<file path="src/design/mtne_pkg.sv">
// Package for the MIDI track note extractor.
// Holds the fixed field widths, the tempo and ticks-per-quarter reset values, the meta event bytes and the tone table.
// No dependencies.
package mtne_pkg;

  localparam int unsigned TpqWidth   = 15;
  localparam int unsigned ByteWidth  = 8;
  localparam int unsigned NoteWidth  = 7;
  localparam int unsigned ToneWidth  = 13;
  localparam int unsigned DurWidth   = 52;
  localparam int unsigned TempoWidth = 24;
  localparam int unsigned LenWidth   = 28;
  localparam int unsigned ToneCount  = 108;

  localparam logic [TpqWidth-1:0]   TpqReset   = 15'd96;
  localparam logic [TempoWidth-1:0] TempoReset = 24'd500000;

  localparam logic [ByteWidth-1:0] MetaStatus = 8'hFF;
  localparam logic [ByteWidth-1:0] MetaTempo  = 8'h51;

  localparam logic [ToneWidth-1:0] ToneTable [ToneCount] = '{
    13'd16, 13'd17, 13'd18, 13'd19, 13'd21, 13'd22, 13'd23, 13'd25, 13'd26,
    13'd28, 13'd29, 13'd31, 13'd33, 13'd35, 13'd37, 13'd39, 13'd41, 13'd44,
    13'd46, 13'd49, 13'd52, 13'd55, 13'd58, 13'd62, 13'd65, 13'd69, 13'd73,
    13'd78, 13'd82, 13'd87, 13'd93, 13'd98, 13'd104, 13'd110, 13'd117,
    13'd124, 13'd131, 13'd139, 13'd147, 13'd156, 13'd165, 13'd175, 13'd185,
    13'd196, 13'd208, 13'd220, 13'd233, 13'd247, 13'd262, 13'd277, 13'd294,
    13'd311, 13'd330, 13'd349, 13'd370, 13'd392, 13'd415, 13'd440, 13'd466,
    13'd493, 13'd523, 13'd554, 13'd587, 13'd622, 13'd659, 13'd699, 13'd740,
    13'd784, 13'd831, 13'd880, 13'd932, 13'd988, 13'd1047, 13'd1109,
    13'd1175, 13'd1245, 13'd1319, 13'd1397, 13'd1480, 13'd1568, 13'd1661,
    13'd1760, 13'd1865, 13'd1976, 13'd2093, 13'd2217, 13'd2349, 13'd2489,
    13'd2637, 13'd2794, 13'd2960, 13'd3136, 13'd3322, 13'd3520, 13'd3729,
    13'd3951, 13'd4186, 13'd4485, 13'd4699, 13'd4978, 13'd5274, 13'd5588,
    13'd5920, 13'd6272, 13'd6645, 13'd7040, 13'd7459, 13'd7902
  };

endpackage

</file>
<file path="src/design/mtne_byte_if.sv">
// Valid/ready channel carrying one track data byte.
// Depends on mtne_pkg.
interface mtne_byte_if;
  logic                             valid;
  logic                             ready;
  logic [mtne_pkg::ByteWidth-1:0]   data_byte;

  modport source (output valid, output data_byte, input ready);
  modport sink   (input valid, input data_byte, output ready);
endinterface

</file>
<file path="src/design/mtne_note_if.sv">
// Valid/ready channel carrying one finished-note or error result.
// Depends on mtne_pkg.
interface mtne_note_if;
  logic                             valid;
  logic                             ready;
  logic                             result_kind;
  logic [mtne_pkg::NoteWidth-1:0]   note_number;
  logic [mtne_pkg::ToneWidth-1:0]   tone_hz;
  logic [mtne_pkg::DurWidth-1:0]    duration_us;

  modport source (output valid, output result_kind, output note_number,
                  output tone_hz, output duration_us, input ready);
  modport sink   (input valid, input result_kind, input note_number,
                  input tone_hz, input duration_us, output ready);
endinterface

</file>
<file path="src/design/mtne_cfg_if.sv">
// Configuration write channel: ticks per quarter note.
// Depends on mtne_pkg.
interface mtne_cfg_if;
  logic                             valid;
  logic                             ready;
  logic [mtne_pkg::TpqWidth-1:0]    ticks_per_quarter;

  modport source (output valid, output ticks_per_quarter, input ready);
  modport sink   (input valid, input ticks_per_quarter, output ready);
endinterface

</file>
<file path="src/design/mtne_muldiv.sv">
// Sequential duration unit: delta * tempo by shift-add, then restoring
// division by ticks, both on one shared add/subtract unit. Saturates to 52 bits.
// Depends on mtne_pkg.
module mtne_muldiv #(
  parameter int unsigned DELTA_WIDTH = 28
) (
  input  logic                              clk_i,
  input  logic                              rst_ni,
  input  logic                              start_i,
  input  logic [DELTA_WIDTH-1:0]            delta_i,
  input  logic [mtne_pkg::TempoWidth-1:0]   tempo_i,
  input  logic [mtne_pkg::TpqWidth-1:0]     tpq_i,
  output logic                              done_o,
  output logic [mtne_pkg::DurWidth-1:0]     dur_o
);

  localparam int unsigned TW  = mtne_pkg::TempoWidth;
  localparam int unsigned QW  = mtne_pkg::TpqWidth;
  localparam int unsigned DW  = mtne_pkg::DurWidth;
  localparam int unsigned PW  = DELTA_WIDTH + TW;
  localparam int unsigned AW  = TW + 1;
  localparam int unsigned CW  = $clog2(PW + 1);
  localparam int unsigned OW  = (PW > DW) ? PW : DW;
  localparam logic [OW-1:0] SatMax = {{(OW-DW){1'b0}}, {DW{1'b1}}};

  typedef enum logic [1:0] {
    S_IDLE,
    S_MUL,
    S_DIV,
    S_FIN
  } state_e;

  state_e          state_q;
  logic [PW-1:0]   p_q;
  logic [TW-1:0]   tempo_q;
  logic [QW-1:0]   tpq_q;
  logic [QW-1:0]   rem_q;
  logic [CW-1:0]   cnt_q;
  logic            done_q;
  logic [DW-1:0]   dur_q;

  // shared add/subtract unit
  logic            alu_sub;
  logic [AW-1:0]   alu_a;
  logic [AW-1:0]   alu_b;
  logic [AW:0]     alu_res;

  logic [QW:0]     div_t;
  logic            borrow;
  logic [AW-1:0]   mul_hi;
  logic [OW-1:0]   q_ext;

  assign div_t   = {rem_q, p_q[PW-1]};
  assign alu_sub = (state_q == S_DIV);
  assign alu_a   = alu_sub ? AW'(div_t) : {1'b0, p_q[PW-1:DELTA_WIDTH]};
  assign alu_b   = alu_sub ? AW'(tpq_q) : {1'b0, tempo_q};
  assign alu_res = alu_sub ? ({1'b0, alu_a} - {1'b0, alu_b})
                           : ({1'b0, alu_a} + {1'b0, alu_b});
  assign borrow  = alu_res[AW];
  assign mul_hi  = p_q[0] ? alu_res[AW-1:0] : {1'b0, p_q[PW-1:DELTA_WIDTH]};
  assign q_ext   = OW'(p_q);

  always_ff @(posedge clk_i or negedge rst_ni) begin
    if (!rst_ni) begin
      state_q <= S_IDLE;
      done_q  <= 1'b0;
      cnt_q   <= '0;
      p_q     <= '0;
      tempo_q <= '0;
      tpq_q   <= '0;
      rem_q   <= '0;
      dur_q   <= '0;
    end else begin
      done_q <= (state_q == S_FIN);
      case (state_q)
        S_IDLE: begin
          if (start_i) begin
            p_q     <= {{TW{1'b0}}, delta_i};
            tempo_q <= tempo_i;
            tpq_q   <= (tpq_i == '0) ? QW'(1) : tpq_i;
            rem_q   <= '0;
            cnt_q   <= CW'(DELTA_WIDTH);
            state_q <= S_MUL;
          end
        end
        S_MUL: begin
          p_q <= {mul_hi, p_q[DELTA_WIDTH-1:1]};
          if (cnt_q == CW'(1)) begin
            cnt_q   <= CW'(PW);
            state_q <= S_DIV;
          end else begin
            cnt_q <= cnt_q - 1'b1;
          end
        end
        S_DIV: begin
          p_q   <= {p_q[PW-2:0], ~borrow};
          rem_q <= borrow ? div_t[QW-1:0] : alu_res[QW-1:0];
          cnt_q <= cnt_q - 1'b1;
          if (cnt_q == CW'(1)) begin
            state_q <= S_FIN;
          end
        end
        S_FIN: begin
          dur_q   <= (q_ext > SatMax) ? {DW{1'b1}} : q_ext[DW-1:0];
          state_q <= S_IDLE;
        end
        default: state_q <= S_IDLE;
      endcase
    end
  end

  assign done_o = done_q;
  assign dur_o  = dur_q;

endmodule

</file>
<file path="src/design/midi_track_note_extractor.sv">
// MIDI track note extractor. Parses track bytes and reports finished notes.
// data_i (sink) takes one track byte per transfer; cfg_i writes ticks per
// quarter note (reset 96, zero is treated as one) and is always ready.
// note_o (source) carries one result: a finished note with its key, table
// tone and duration in microseconds, or an overlap error after which all
// further bytes are dropped until reset.
// Most bytes leave data_i ready again the cycle after a transfer.
// A note-off status byte starts the duration unit, a shift-add multiply over
// the delta bits followed by a restoring divide over the product bits on one
// adder; data_i stays low, for this and for an error result, until the
// result is loaded into the output register, where it sits; a stalled
// receiver lets the block keep parsing bytes, and it stalls only when a
// second result is ready before the first has been taken.
// Reset clears the parser, tempo (500000 us), last command and halt flag.
// Depends on mtne_pkg, mtne_byte_if, mtne_note_if, mtne_cfg_if, mtne_muldiv.
module midi_track_note_extractor #(
  parameter int unsigned DELTA_WIDTH     = 28,
  parameter int unsigned TONE_TABLE_SIZE = 108
) (
  input  logic             clk_i,
  input  logic             rst_ni,
  mtne_byte_if.sink        data_i,
  mtne_cfg_if.sink         cfg_i,
  mtne_note_if.source      note_o
);

  localparam int unsigned BW = mtne_pkg::ByteWidth;
  localparam int unsigned NW = mtne_pkg::NoteWidth;
  localparam int unsigned LW = mtne_pkg::LenWidth;
  localparam int unsigned TW = mtne_pkg::TempoWidth;
  localparam int unsigned ToneTop =
    (TONE_TABLE_SIZE > mtne_pkg::ToneCount) ? mtne_pkg::ToneCount :
    ((TONE_TABLE_SIZE < 1) ? 1 : TONE_TABLE_SIZE);
  localparam logic [NW-1:0] ToneLast = NW'(ToneTop - 1);

  typedef enum logic [1:0] {
    S_IDLE,
    S_CALC,
    S_EMIT
  } state_e;

  typedef enum logic [2:0] {
    PH_DELTA,
    PH_STATUS,
    PH_SKIP1,
    PH_SKIP2,
    PH_KEY,
    PH_MTYPE,
    PH_MLEN,
    PH_MBODY
  } phase_e;

  typedef enum logic [1:0] {
    CMD_NONE,
    CMD_ON,
    CMD_OFF
  } cmd_e;

  state_e                        state_q;
  phase_e                        phase_q;
  cmd_e                          last_cmd_q;
  logic                          halted_q;
  logic [DELTA_WIDTH-1:0]        delta_q;
  logic [LW-1:0]                 len_q;
  logic [BW-1:0]                 meta_kind_q;
  logic [TW-1:0]                 tempo_q;
  logic [NW-1:0]                 held_q;
  logic [mtne_pkg::TpqWidth-1:0] tpq_q;
  logic                          pend_err_q;

  logic                          out_valid_q;
  logic                          out_kind_q;
  logic [NW-1:0]                 out_note_q;
  logic [mtne_pkg::ToneWidth-1:0] out_tone_q;
  logic [mtne_pkg::DurWidth-1:0] out_dur_q;

  logic                          in_xfer;
  logic [BW-1:0]                 b;
  logic [DELTA_WIDTH+6:0]        delta_shift;
  logic [LW+6:0]                 len_shift;
  logic [LW-1:0]                 len_next;
  logic [NW-1:0]                 tone_idx;
  logic                          is_off_start;
  logic                          md_done;
  logic [mtne_pkg::DurWidth-1:0] md_dur;
  logic                          out_free;

  assign data_i.ready = (state_q == S_IDLE);
  assign cfg_i.ready  = 1'b1;
  assign in_xfer      = data_i.valid && data_i.ready;
  assign b            = data_i.data_byte;
  assign delta_shift  = {delta_q, b[6:0]};
  assign len_shift    = {len_q, b[6:0]};
  assign len_next     = len_shift[LW-1:0];
  assign tone_idx     = (held_q > ToneLast) ? ToneLast : held_q;
  assign out_free     = !out_valid_q || note_o.ready;

  // note-off status with no prior note-off starts the duration unit
  assign is_off_start = in_xfer && !halted_q && (phase_q == PH_STATUS) &&
                        (b[7:4] == 4'h8) && (last_cmd_q != CMD_OFF);

  mtne_muldiv #(
    .DELTA_WIDTH (DELTA_WIDTH)
  ) u_muldiv (
    .clk_i   (clk_i),
    .rst_ni  (rst_ni),
    .start_i (is_off_start),
    .delta_i (delta_q),
    .tempo_i (tempo_q),
    .tpq_i   (tpq_q),
    .done_o  (md_done),
    .dur_o   (md_dur)
  );

  always_ff @(posedge clk_i or negedge rst_ni) begin
    if (!rst_ni) begin
      tpq_q <= mtne_pkg::TpqReset;
    end else if (cfg_i.valid) begin
      tpq_q <= cfg_i.ticks_per_quarter;
    end
  end

  always_ff @(posedge clk_i or negedge rst_ni) begin
    if (!rst_ni) begin
      state_q     <= S_IDLE;
      phase_q     <= PH_DELTA;
      last_cmd_q  <= CMD_NONE;
      halted_q    <= 1'b0;
      delta_q     <= '0;
      len_q       <= '0;
      meta_kind_q <= '0;
      tempo_q     <= mtne_pkg::TempoReset;
      held_q      <= '0;
      pend_err_q  <= 1'b0;
      out_valid_q <= 1'b0;
      out_kind_q  <= 1'b0;
      out_note_q  <= '0;
      out_tone_q  <= '0;
      out_dur_q   <= '0;
    end else begin
      if ((state_q == S_EMIT) && out_free) begin
        out_valid_q <= 1'b1;
      end else if (note_o.valid && note_o.ready) begin
        out_valid_q <= 1'b0;
      end
      case (state_q)
        S_IDLE: begin
          if (in_xfer && !halted_q) begin
            case (phase_q)
              PH_DELTA: begin
                delta_q <= delta_shift[DELTA_WIDTH-1:0];
                if (!b[7]) phase_q <= PH_STATUS;
              end
              PH_STATUS: begin
                if (b == mtne_pkg::MetaStatus) begin
                  phase_q <= PH_MTYPE;
                end else if (b[7:5] == 3'b110) begin
                  phase_q <= PH_SKIP1;
                end else if (b[7:4] == 4'h9) begin
                  if (last_cmd_q == CMD_ON) begin
                    halted_q   <= 1'b1;
                    pend_err_q <= 1'b1;
                    state_q    <= S_EMIT;
                  end else begin
                    last_cmd_q <= CMD_ON;
                    phase_q    <= PH_KEY;
                  end
                end else if (b[7:4] == 4'h8) begin
                  if (last_cmd_q == CMD_OFF) begin
                    halted_q   <= 1'b1;
                    pend_err_q <= 1'b1;
                    state_q    <= S_EMIT;
                  end else begin
                    last_cmd_q <= CMD_OFF;
                    pend_err_q <= 1'b0;
                    phase_q    <= PH_SKIP2;
                    state_q    <= S_CALC;
                  end
                end else begin
                  phase_q <= PH_SKIP2;
                end
              end
              PH_KEY: begin
                held_q  <= b[NW-1:0];
                phase_q <= PH_SKIP1;
              end
              PH_SKIP2: phase_q <= PH_SKIP1;
              PH_SKIP1: begin
                phase_q <= PH_DELTA;
                delta_q <= '0;
              end
              PH_MTYPE: begin
                meta_kind_q <= b;
                len_q       <= '0;
                phase_q     <= PH_MLEN;
              end
              PH_MLEN: begin
                len_q <= len_next;
                if (!b[7]) begin
                  if (len_next == '0) begin
                    phase_q <= PH_DELTA;
                    delta_q <= '0;
                  end else begin
                    phase_q <= PH_MBODY;
                  end
                end
              end
              PH_MBODY: begin
                if (meta_kind_q == mtne_pkg::MetaTempo) begin
                  tempo_q <= {tempo_q[TW-BW-1:0], b};
                end
                len_q <= len_q - 1'b1;
                if (len_q == LW'(1)) begin
                  phase_q <= PH_DELTA;
                  delta_q <= '0;
                end
              end
              default: begin
                phase_q <= PH_DELTA;
                delta_q <= '0;
              end
            endcase
          end
        end
        S_CALC: begin
          if (md_done) state_q <= S_EMIT;
        end
        S_EMIT: begin
          if (out_free) begin
            out_kind_q  <= pend_err_q;
            out_note_q  <= pend_err_q ? '0 : held_q;
            out_tone_q  <= pend_err_q ? '0 : mtne_pkg::ToneTable[tone_idx];
            out_dur_q   <= pend_err_q ? '0 : md_dur;
            state_q     <= S_IDLE;
          end
        end
        default: state_q <= S_IDLE;
      endcase
    end
  end

  assign note_o.valid       = out_valid_q;
  assign note_o.result_kind = out_kind_q;
  assign note_o.note_number = out_note_q;
  assign note_o.tone_hz     = out_tone_q;
  assign note_o.duration_us = out_dur_q;

endmodule
</file>
<file path="src/flat_wrapper.sv">
// flat-port wrapper written by rule: the top's interface ports become plain ports
module midi_track_note_extractor_flat 
#(
  parameter int unsigned DELTA_WIDTH     = 28,
  parameter int unsigned TONE_TABLE_SIZE = 108
)
  (clk_i, rst_ni, data_i_valid, data_i_data_byte, data_i_ready, cfg_i_valid, cfg_i_ticks_per_quarter, cfg_i_ready, note_o_valid, note_o_result_kind, note_o_note_number, note_o_tone_hz, note_o_duration_us, note_o_ready);
  mtne_byte_if data_i_i ();
  mtne_cfg_if cfg_i_i ();
  mtne_note_if note_o_i ();
  input  logic clk_i;
  input  logic rst_ni;
  input wire logic [$bits(data_i_i.valid)-1:0] data_i_valid;
  input wire logic [$bits(data_i_i.data_byte)-1:0] data_i_data_byte;
  output wire logic [$bits(data_i_i.ready)-1:0] data_i_ready;
  input wire logic [$bits(cfg_i_i.valid)-1:0] cfg_i_valid;
  input wire logic [$bits(cfg_i_i.ticks_per_quarter)-1:0] cfg_i_ticks_per_quarter;
  output wire logic [$bits(cfg_i_i.ready)-1:0] cfg_i_ready;
  output wire logic [$bits(note_o_i.valid)-1:0] note_o_valid;
  output wire logic [$bits(note_o_i.result_kind)-1:0] note_o_result_kind;
  output wire logic [$bits(note_o_i.note_number)-1:0] note_o_note_number;
  output wire logic [$bits(note_o_i.tone_hz)-1:0] note_o_tone_hz;
  output wire logic [$bits(note_o_i.duration_us)-1:0] note_o_duration_us;
  input wire logic [$bits(note_o_i.ready)-1:0] note_o_ready;
  assign data_i_i.valid = data_i_valid;
  assign data_i_i.data_byte = data_i_data_byte;
  assign data_i_ready = data_i_i.ready;
  assign cfg_i_i.valid = cfg_i_valid;
  assign cfg_i_i.ticks_per_quarter = cfg_i_ticks_per_quarter;
  assign cfg_i_ready = cfg_i_i.ready;
  assign note_o_valid = note_o_i.valid;
  assign note_o_result_kind = note_o_i.result_kind;
  assign note_o_note_number = note_o_i.note_number;
  assign note_o_tone_hz = note_o_i.tone_hz;
  assign note_o_duration_us = note_o_i.duration_us;
  assign note_o_i.ready = note_o_ready;
  midi_track_note_extractor #(.DELTA_WIDTH(DELTA_WIDTH), .TONE_TABLE_SIZE(TONE_TABLE_SIZE)) u_core (.clk_i(clk_i), .rst_ni(rst_ni), .data_i(data_i_i), .cfg_i(cfg_i_i), .note_o(note_o_i));
endmodule
</file>
<file path="config.mk">
export PLATFORM = sky130hd
export DESIGN_NAME = midi_track_note_extractor_flat
export DESIGN_NICKNAME = d
export VERILOG_FILES = /design/src/design/mtne_pkg.sv /design/src/design/mtne_byte_if.sv /design/src/design/mtne_note_if.sv /design/src/design/mtne_cfg_if.sv /design/src/design/mtne_muldiv.sv /design/src/design/midi_track_note_extractor.sv /design/src/flat_wrapper.sv
export SDC_FILE = /design/constraint.sdc
export NUM_CORES = 1
export LEC_CHECK = 0
export ABC_AREA = 1
export BUFFER_PORTS_ARGS = -buffer_cell sky130_fd_sc_hd__buf_4
export CAP_MARGIN = 25
export CORE_MARGIN = 4
export CORE_UTILIZATION = 40
export CTS_BUF_LIST = sky130_fd_sc_hd__clkbuf_4 sky130_fd_sc_hd__clkbuf_8
export CTS_CLUSTER_SIZE = 20
export DETAILED_ROUTE_END_ITERATION = 7
export GPL_TIMING_DRIVEN = 1
export MAX_ROUTING_LAYER = met4
export PLACE_DENSITY = 0.65
export SLEW_MARGIN = 20
export SYNTH_ARGS = -nofsm -noshare
export SYNTH_HDL_FRONTEND = slang
export SYNTH_SLANG_ARGS = --single-unit
</file>
<file path="constraint.sdc">
create_clock -name clk_i -period 4.55 [get_ports clk_i]
set_input_delay 0.2275 -clock clk_i [delete_from_list [all_inputs] [get_ports clk_i]]
set_output_delay 0.2275 -clock clk_i [all_outputs]
set_load 0.005 [all_outputs]
</file>
==> impl_metrics.py, run 1 <==
metrics = {
    "setup_path": {
        "r2r_end": "u_core.u_muldiv.rem_q[10]",
        "endpoint_kind": "register",
        "r2r_start": "u_core.u_muldiv.state_q[0]",
        "reg2regPathDepth": 15,
        "crit_slowest_cell": "ha_2",
        "cpLargestDelayFamily": "simple AND/OR/NAND/NOR gates",
        "start_kind": "register",
        "crit_type": "register to register",
        "worstPathCellList": "inv_1, ha_2, buf_4, nor2_1, ha_1, nand2_1, nor2_1, inv_1, nor4_2, nand4_1, nand2_1, nand2_1, inv_2, nand3_1, a21oi_1",
        "critPathMaxStageDelay_ps": 510,
        "required_ps": 5130,
        "crit_path_frequent_cell": "nand2_1",
        "arrival_ps": 4600,
        "cp_num_buf_inv": 4,
        "cp_max_fo": 33,
        "ff2ff_setup_slack_ps": 530,
    },
    "floorplanning": {
        "core_region_area_um2": 51720,
        "die_y_um": 237.5,
        "die-area_um2": 56390,
        "num_rows": 83,
        "initial_core_util": 0.4073,
        "die_w_um": 237.5,
        "ioPinCount": 104,
    },
    "logic_synthesis": {
        "syn_area_per_cell_um2": 7.154,
        "synth.ff_latch_count": 360,
        "synth.cell_area_um2": 21060,
        "synth_cell_types": 56,
        "netlist_top_cells_area": "dfrtp_1 (42%), nand2_1 (16%), o21ai_0 (8.8%)",
        "synth_nets": 3040,
        "syn_inst": 2944,
        "synth_seq_area_share": 0.4282,
        "synth_warnings": 0,
        "synth_top_cell_by_area": "dfrtp_1",
        "yosys.area.top_type_share": 0.4170,
    },
    "placed_design": {
        "place.gp.congestion": 0.9610,
        "io_buffers": 102,
        "dp_slack_ps": 537.3,
        "dp_hpwl_mm": 45.73,
    },
    "route": {
        "wire_per_inst_um": 16.68,
        "drt-initial-drc-count": 1804,
        "firstDrtPassIters": 6,
        "route.antenna.remaining_nets": 0,
        "drc": 0,
        "avgViaCountPerCell": 5.227,
        "wl_mm": 63.10,
        "vias": 19770,
    },
    "sta": {
        "tightestPinTransition_ps": 1021,
        "worst_slack_ps": 531.7,
        "whs_ps": 151.6,
        "finClkSkew_ps": 34.65,
        "rsz0062_at_grt": "no",
        "period_minus_slack_ps": 4018,
        "tns_ps": 0,
        "max_freq_mhz": 248.9,
        "finalHoldViolations": 0,
        "slew_violations": 0,
        "timing.final.crit_share": 0.8831,
        "relSlewSlack": 0.3178,
        "setup_viol": 0,
    },
    "grt": {
        "grt_pass1_wl_mm": 102.8,
        "overflow": 0,
        "grt_usage": 0.2278,
        "antenna_found_initial": 1,
        "grt_max_degree": 106,
        "grt_pass1_vias": 18980,
    },
    "finish": {
        "mostFrequentLayoutCells": "nand2_1 (885), inv_1 (394), o21ai_0 (372)",
        "nets": 3152,
        "diodes": 0,
        "layout_commonest_cell": "nand2_1",
        "areaGrowthSynthToFinish_pct": 15.00,
        "drive_gt1_frac": 0.09346,
    },
    "cts": {
        "clockBufferDepth": 3,
        "cts.sinks": 360,
        "cts_buffers": 60,
        "insertion_delay_ps": 650,
        "cts_htree_levels": 2,
        "cts_setup_buffers": 0,
        "cts_root_buf": "clkbuf_8",
        "clk_pin_slew_ps": 60,
        "ctsResizeCount": 0,
        "ctsHoldBuffers": 55,
        "cts_tree": "done",
    },
    "run_status": {
        "outcome": "complete, no violations",
    },
    "pwr": {
        "cellPowerDensity_nw_per_um2": 280.2,
        "power.total_mw": 6.788,
        "vdd_drop_max_v": 0.0002235,
        "leakage_nw": 11.94,
    },
    "flow_run": {
        "max_cap_violations": 0,
    },
    "worst_hold_path": {
        "hold_class": "input pin to asynchronous set/reset pin",
    },
}
-- worst max path at each step --
| stage | start | endpoint | cells past startpoint |
|---|---|---|---|
| floorplan | u_core.u_muldiv.state_q[0] | u_core.u_muldiv.rem_q[8] | 19 |
| global placement | u_core.u_muldiv.state_q[0] | u_core.u_muldiv.p_q[51] | 20 |
| detailed placement | u_core.u_muldiv.state_q[0] | u_core.u_muldiv.p_q[51] | 20 |
| CTS | u_core.u_muldiv.state_q[0] | u_core.u_muldiv.p_q[51] | 20 |
| global route | u_core.u_muldiv.state_q[0] | u_core.u_muldiv.p_q[51] | 20 |
| finish | u_core.u_muldiv.state_q[0] | u_core.u_muldiv.rem_q[10] | 15 |
-- flip-flops by register name (all words and copies together) (netlist names), 3 cells and up --
register and cells:
u_core.len_q 28, u_core.u_muldiv.cnt_q 6, u_core.note_o.note_number 7, u_core.tempo_q 24, u_core.held_q 7, u_core.tpq_q 15
u_core.u_muldiv.dur_o 52, u_core.u_muldiv.p_q 52, u_core.u_muldiv.tpq_q 15, u_core.u_muldiv.rem_q 15, u_core.note_o.tone_hz 13, u_core.note_o.duration_us 52
u_core.phase_q 3, u_core.meta_kind_q 8, u_core.delta_q 28, u_core.u_muldiv.tempo_q 24
-- power by group --
| part | total [mW] | switching [mW] | internal (mW) | leakage, nW |
|---|---|---|---|---|
| logic | 0.376 | 0.196 | 0.180 | 6.97 |
| clock network | 3.08 | 1.34 | 1.74 | 0.709 |
| registers | 3.34 | 0.0478 | 3.29 | 4.25 |
| total | 6.79 | 1.58 | 5.21 | 11.9 |
-- cell families (layout without fill, tap and decap cells) --
kind of cell,after synthesis,in the layout,share of synthesized area
buffers and inverters,545,704,0.1016
adder cells (fa/ha/maj),68,68,0.04111
XOR/XNOR,17,17,0.007069
AO/OA/AOI/OAI,648,648,0.1705
other,1,1,0.0001780
flip-flops,360,360,0.4282
AND/OR/NAND/NOR,1305,1305,0.2513
-- cells in the mapped netlist, drive strengths merged --
library cell and instances:
o21bai 7, and2 3, dfrtp 351, nor2 214, a31oi 8, ha 66
a2111oi 1, a221oi 27, o22a 1, or2 6, clkbuf 94, a311oi 1
nor3 19, inv 409, nor4 8, a21oi 111, o21ai 407, dfstp 9
o22ai 28, conb 1, o2111ai 1, a32o 2, fa 2, nand3 128
o31ai 30, o21a 2, clkinv 3, buf 39, a211oi 2, o32ai 2
xor2 17, nand2 895, nand3b 2, nand4 30, o41ai 1, a22oi 6
a32oi 1, o211ai 10
-- area by class of cell --
type | instances | area [um^2]
Fill cell | 5211 | 27500
Clock inverter | 16 | 125.1
Inverter | 412 | 1550
Tap cell | 680 | 850.8
Multi-Input combinational cell | 2039 | 9926
Sequential cell | 360 | 9020
Timing Repair Buffer | 183 | 1551
Clock buffer | 93 | 1199
-- routing by layer --
layer,global-route usage,vias up,routed length (um)
li1,-,9709,-
met4,0.05591,0,1271
met1,0.3313,9285,30010
met5,-,-,0
met3,0.03608,82,4326
met2,0.3344,698,27500
-- stage by stage --
| stage | area (um^2) | cells | util |
|---|---|---|---|
| 6_report | 24220 | 3783 | 0.4684 |
| 3_5_place_dp | 22330 | 3618 | 0.4318 |
| 3_3_place_gp | 22330 | 3618 | 0.4318 |
| 2_1_floorplan | 21060 | 2944 | - |
| 4_1_cts | 24210 | 3782 | 0.4681 |
| 5_1_grt | 24220 | 3783 | 0.4684 |
(Power assumes the default switching activity.)
==> inputs of run 2 (changes only) <==
--- a/config.mk
+++ b/config.mk
@@ -8,7 +8,7 @@
 export ABC_AREA = 1
 export BUFFER_PORTS_ARGS = -buffer_cell sky130_fd_sc_hd__buf_4
 export CAP_MARGIN = 25
-export CORE_MARGIN = 4
+export CORE_ASPECT_RATIO = 0.6
 export CORE_UTILIZATION = 40
 export CTS_BUF_LIST = sky130_fd_sc_hd__clkbuf_4 sky130_fd_sc_hd__clkbuf_8
 export CTS_CLUSTER_SIZE = 20
==> impl_metrics.py, run 2 (synthesized netlist as in run 1, its figures left out) <==
metrics = {
    "grt": {
        "met2_usage": 0.3477,
        "grt_util_met3": 0.03892,
        "use_met1": 0.3857,
        "grt_max_degree": 118,
        "grt_pass1_wl_mm": 106.2,
        "grt_usage": 0.2518,
        "antenna_found_initial": 1,
        "overflow": 0,
        "busiest_layer": "met1",
        "grt_pass1_vias": 18930,
    },
    "floorplanning": {
        "die_w_um": 298.2,
        "core_region_area_um2": 51490,
        "ioPinCount": 104,
        "die-area_um2": 53610,
        "initial_core_util": 0.4091,
        "die_y_um": 179.7,
        "num_rows": 64,
    },
    "sta": {
        "setup_viol": 0,
        "tns_ps": 0,
        "finalHoldViolations": 0,
        "period_minus_slack_ps": 4052,
        "relSlewSlack": 0.3112,
        "timing.final.crit_share": 0.8906,
        "tightestPinTransition_ps": 1031,
        "finClkSkew_ps": 56.68,
        "rsz0062_at_grt": "no",
        "max_freq_mhz": 246.8,
        "slew_violations": 0,
    },
    "finish": {
        "multi_input_area_um2": 9928,
        "fill_cells": 5125,
        "drive_gt1_frac": 0.09358,
        "stdcell_area_um2": 24240,
        "seq_area_um2": 9020,
        "areaGrowthSynthToFinish_pct": 15.10,
        "mostFrequentLayoutCells": "nand2_1 (885), inv_1 (392), o21ai_0 (372)",
        "layout_commonest_cell": "nand2_1",
        "nets": 3148,
    },
    "setup_path": {
        "endpoint_kind": "register",
        "critPathLaunch": "u_core.u_muldiv.state_q[0]",
        "ff2ff_setup_slack_ps": 500,
        "critPathMaxStageDelay_ps": 600,
        "crit_type": "register to register",
        "cp_num_cells": 13,
        "reg2regPathDepth": 13,
        "cp_num_buf_inv": 4,
        "r2r_end": "u_core.u_muldiv.rem_q[10]",
        "required_ps": 5080,
        "arrival_ps": 4580,
        "r2r_start": "u_core.u_muldiv.state_q[0]",
        "worstPathCellList": "inv_1, ha_2, buf_4, nor2_1, ha_1, inv_1, nor4_2, nand4_1, nand2_1, nand2_1, inv_2, nand3_1, a21oi_1",
        "crit_end": "u_core.u_muldiv.rem_q[10]",
        "crit_slowest_cell": "nor4_2",
        "cp_max_fo": 30,
        "cpLargestDelayFamily": "simple AND/OR/NAND/NOR gates",
        "start_kind": "register",
    },
    "placed_design": {
        "place.gp.congestion": 0.9996,
        "io_buffers": 102,
        "dp_hpwl_mm": 47.94,
        "placed_cell_area_um2": 22390,
    },
    "pwr": {
        "cellPowerDensity_nw_per_um2": 280.1,
        "leakage_nw": 11.93,
        "vdd_drop_max_v": 0.0001799,
    },
    "cts": {
        "cts.sinks": 360,
        "cts_tree": "done",
        "clk_pin_slew_ps": 70,
        "insertion_delay_ps": 650,
        "cts_htree_levels": 2,
        "cts_buffers": 56,
        "cts_root_buf": "clkbuf_8",
        "clockBufferDepth": 3,
    },
    "route": {
        "route.antenna.remaining_nets": 0,
        "drt-initial-drc-count": 1890,
        "vias": 20110,
        "avgViaCountPerCell": 5.302,
        "firstDrtPassIters": 6,
        "wl_mm": 66.16,
        "wire_per_inst_um": 17.44,
        "drc": 0,
    },
    "flow_run": {
        "max_cap_violations": 0,
    },
    "run_status": {
        "outcome": "complete, no violations",
    },
    "worst_hold_path": {
        "hold_class": "input pin to register",
    },
}
run 2: cell types whose count changed in the layout (fill, tap and decap cells not counted), sizes merged:
cell | before | now
clkinv | 16 | 11
bufinv | 1 | 2
diode | 0 | 1
buf | 128 | 130
dlygate4sd3 | 55 | 53
run 2: through the flow:
stage / hold slack [ps] / total power, mW / utilization / std cells / setup WS, ps
global route: 45.96 / 7.073 / 0.4708 / 3793 / 249.3
CTS: 8.611 / 6.869 / 0.4703 / 3791 / 651.4
global placement: 350.3 / 3.721 / 0.4344 / 3632 / 719.8
floorplan: -68.09 / 3.481 / - / 2944 / 1117
detailed placement: 352.0 / 3.733 / 0.4349 / 3633 / 701.2
finish: 44.59 / 6.790 / 0.4708 / 3793 / 497.8
run 2: worst min-delay path by stage:
stage / startpoint / end / slack [ps] / depth (start not counted)
floorplan: rst_ni / u_core.delta_q[0] / -70 / 0
global placement: rst_ni / u_core.note_o.duration_us[42] / 350 / 1
detailed placement: rst_ni / u_core.note_o.duration_us[41] / 350 / 1
CTS: cfg_i_valid / u_core.tpq_q[0] / 9 / 2
global route: cfg_i_valid / u_core.tpq_q[7] / 50 / 2
finish: cfg_i_valid / u_core.tpq_q[0] / 40 / 2
run 2: metal layers:
layer / up-vias / share of wire
met5: - / 0
met4: 0 / 0.014
met3: 77 / 0.072
met2: 705 / 0.41
met1: 9638 / 0.50
li1: 9691 / -
run 2: cell type report:
class / instances / area share
antenna: 1 / 0.0001032
clock buffer: 93 / 0.04789
clock inverter: 12 / 0.005367
inverter: 412 / 0.06395
multi-input combinational: 2039 / 0.4095
sequential: 360 / 0.3721
tap: 693 / 0.03577
timing repair buffer: 183 / 0.06534
run 2: power by group:
group | switching, mW | internal (mW) | leakage [nW]
sequential | 0.0468 | 3.29 | 4.25
combinational | 0.200 | 0.178 | 6.99
clock | 1.35 | 1.73 | 0.689
run 2: what timing repair did:
item                      CTS  global route
hold buffers               53             0
setup buffers               0             0
resized for setup           0             0
hold endpoints to repair  132             0
==> inputs of run 3 (changes only) <==
==> constraint.sdc (replaced) <==
create_clock -name clk_i -period 4.55 [get_ports clk_i]
set_input_delay 0.91 -clock clk_i [delete_from_list [all_inputs] [get_ports clk_i]]
set_output_delay 0.91 -clock clk_i [all_outputs]
set_load 0.005 [all_outputs]
==> impl_metrics.py, run 3 (synthesized netlist as in run 1, its figures left out) <==
metrics = {
    "setup_path": {
        "critPathMaxStageDelay_ps": 540,
        "cpLargestDelayFamily": "simple AND/OR/NAND/NOR gates",
        "crit_slowest_cell": "ha_2",
        "crit_path_frequent_cell": "nand2_1",
        "cp_num_buf_inv": 4,
        "ff2ff_setup_slack_ps": 390,
        "r2r_end": "u_core.u_muldiv.rem_q[13]",
        "worstPathCellList": "inv_1, ha_2, buf_12, nor2_1, ha_1, nand2_1, nor2_1, inv_1, nor4_2, nand4_1, nand2_1, nand2_1, inv_2, nand2_1, a21oi_1",
        "required_ps": 5060,
        "reg2regPathDepth": 15,
        "endpoint_kind": "register",
        "start_kind": "register",
        "crit_type": "register to register",
        "arrival_ps": 4670,
        "r2r_start": "u_core.u_muldiv.state_q[0]",
        "cp_max_fo": 53,
    },
    "finish": {
        "fin_util": 0.4609,
        "stdcell_area_um2": 23730,
        "drive_gt1_frac": 0.09458,
        "multi_input_area_um2": 9926,
        "areaGrowthSynthToFinish_pct": 12.67,
        "mostFrequentLayoutCells": "nand2_1 (885), inv_1 (393), o21ai_0 (372)",
        "layout_commonest_cell": "nand2_1",
        "fin_cells": 3739,
        "fill_cells": 5172,
        "seq_area_um2": 9020,
        "nets": 3096,
    },
    "flow_run": {
        "max_cap_violations": 0,
    },
    "pwr": {
        "cellPowerDensity_nw_per_um2": 284.5,
        "clockPowerShare": 0.457,
        "switchingPower_mw": 1.620,
        "switching_share": 0.2400,
        "vdd_drop_max_v": 0.0001714,
        "leakage_nw": 11.73,
        "p_comb_frac": 0.049,
        "p_int_mw": 5.132,
        "seqPwrFrac": 0.493,
    },
    "grt": {
        "antenna_found_initial": 1,
        "overflow": 0,
        "grt_pass1_wl_mm": 105.8,
        "grt_usage": 0.2530,
        "grt_max_degree": 128,
        "grt_pass1_vias": 18680,
    },
    "sta": {
        "finClkSkew_ps": 62.70,
        "rsz0062_at_grt": "no",
        "finalHoldViolations": 0,
        "worst_slack_ps": 386.3,
        "slew_violations": 0,
        "relSlewSlack": 0.3366,
        "tightestPinTransition_ps": 994.0,
        "timing.final.crit_share": 0.9151,
        "tns_ps": 0,
        "max_freq_mhz": 240.2,
        "setup_viol": 0,
        "period_minus_slack_ps": 4164,
    },
    "floorplanning": {
        "initial_core_util": 0.4091,
        "die_y_um": 179.7,
        "die-area_um2": 53610,
        "die_w_um": 298.2,
        "core_region_area_um2": 51490,
        "ioPinCount": 104,
        "num_rows": 64,
    },
    "route": {
        "firstDrtPassIters": 8,
        "route.antenna.remaining_nets": 0,
        "avgViaCountPerCell": 5.325,
        "wl_mm": 66.46,
        "vias": 19910,
        "drc": 0,
        "drt-initial-drc-count": 2037,
        "wire_per_inst_um": 17.77,
    },
    "worst_hold_path": {
        "hold_class": "input pin to asynchronous set/reset pin",
    },
    "cts": {
        "cts_root_buf": "clkbuf_8",
        "ctsResizeCount": 0,
        "cts.sinks": 360,
        "clk_pin_slew_ps": 80,
        "cts_tree": "done",
        "cts_buffers": 56,
        "clockBufferDepth": 3,
        "cts_htree_levels": 2,
        "insertion_delay_ps": 650,
        "ctsHoldBuffers": 0,
        "cts_setup_buffers": 0,
    },
    "placed_design": {
        "placed_cell_area_um2": 22420,
        "place.gp.congestion": 1.005,
        "io_buffers": 102,
        "dp_hpwl_mm": 49.01,
        "dp_cells": 3633,
        "dp_slack_ps": 616.6,
    },
    "run_status": {
        "outcome": "complete, no violations",
    },
}
run 3: cell types whose count changed in the layout (fill, tap and decap cells not counted), sizes merged:
cell / before / now
dlygate4sd3: 53 / 0
clkbuf: 93 / 88
clkinv: 11 / 15
buf: 130 / 131
clkinvlp: 1 / 0
run 3: worst register-to-register path, stage by stage (launching register included):
cell     delay (ps)
dfrtp_1         430
inv_1           170
ha_2            550
buf_12          330
nor2_1          190
ha_1            450
nand2_1         160
nor2_1          170
inv_1           110
nor4_2          410
nand4_1         190
nand2_1         140
nand2_1         210
inv_2           230
nand2_1          90
a21oi_1         200
run 3: routing by layer:
layer,part of all wire,vias to the layer above,routed length (um),GRT usage
met5,0,-,0,-
met4,0.016,0,1066,0.05231
met3,0.081,74,5353,0.04617
met2,0.40,766,26660,0.3372
met1,0.50,9471,33370,0.3918
li1,-,9598,-,-
run 3: worst max path at each step:
stage               slack (ps)                        from                         to  cells after the start
detailed placement         620  u_core.u_muldiv.state_q[0]  u_core.u_muldiv.rem_q[10]                     15
floorplan                 1120  u_core.u_muldiv.state_q[0]   u_core.u_muldiv.rem_q[8]                     19
finish                     390  u_core.u_muldiv.state_q[0]  u_core.u_muldiv.rem_q[13]                     15
CTS                        520  u_core.u_muldiv.state_q[0]  u_core.u_muldiv.rem_q[13]                     15
global placement           580  u_core.u_muldiv.state_q[0]    u_core.u_muldiv.p_q[51]                     18
global route               200  u_core.u_muldiv.state_q[0]  u_core.u_muldiv.rem_q[13]                     14
run 3: area by class of cell:
type                            count  area share
Multi-Input combinational cell   2039      0.4183
Timing Repair Buffer              131     0.04587
Clock inverter                     15    0.006221
Sequential cell                   360      0.3801
Clock buffer                       88     0.04761
Tap cell                          693     0.03654
Inverter                          412     0.06532
Antenna cell                        1   0.0001054
run 3: power by group through the flow:
stage	Sequential, mW	Clock (mW)	Combinational (mW)
finish	3.33	3.09	0.333
global route	3.34	3.32	0.375
CTS	3.33	3.16	0.344
detailed placement	3.39	0	0.344
global placement	3.39	0	0.337
floorplan	3.39	0	0.0904
run 3: metrics by stage:
step	hold slack (ps)	total power, mW
6_report	188.3	6.752
4_1_cts	169.7	6.835
2_1_floorplan	422.8	3.481
5_1_grt	174.8	7.034
3_5_place_dp	440.0	3.733
3_3_place_gp	441.8	3.723
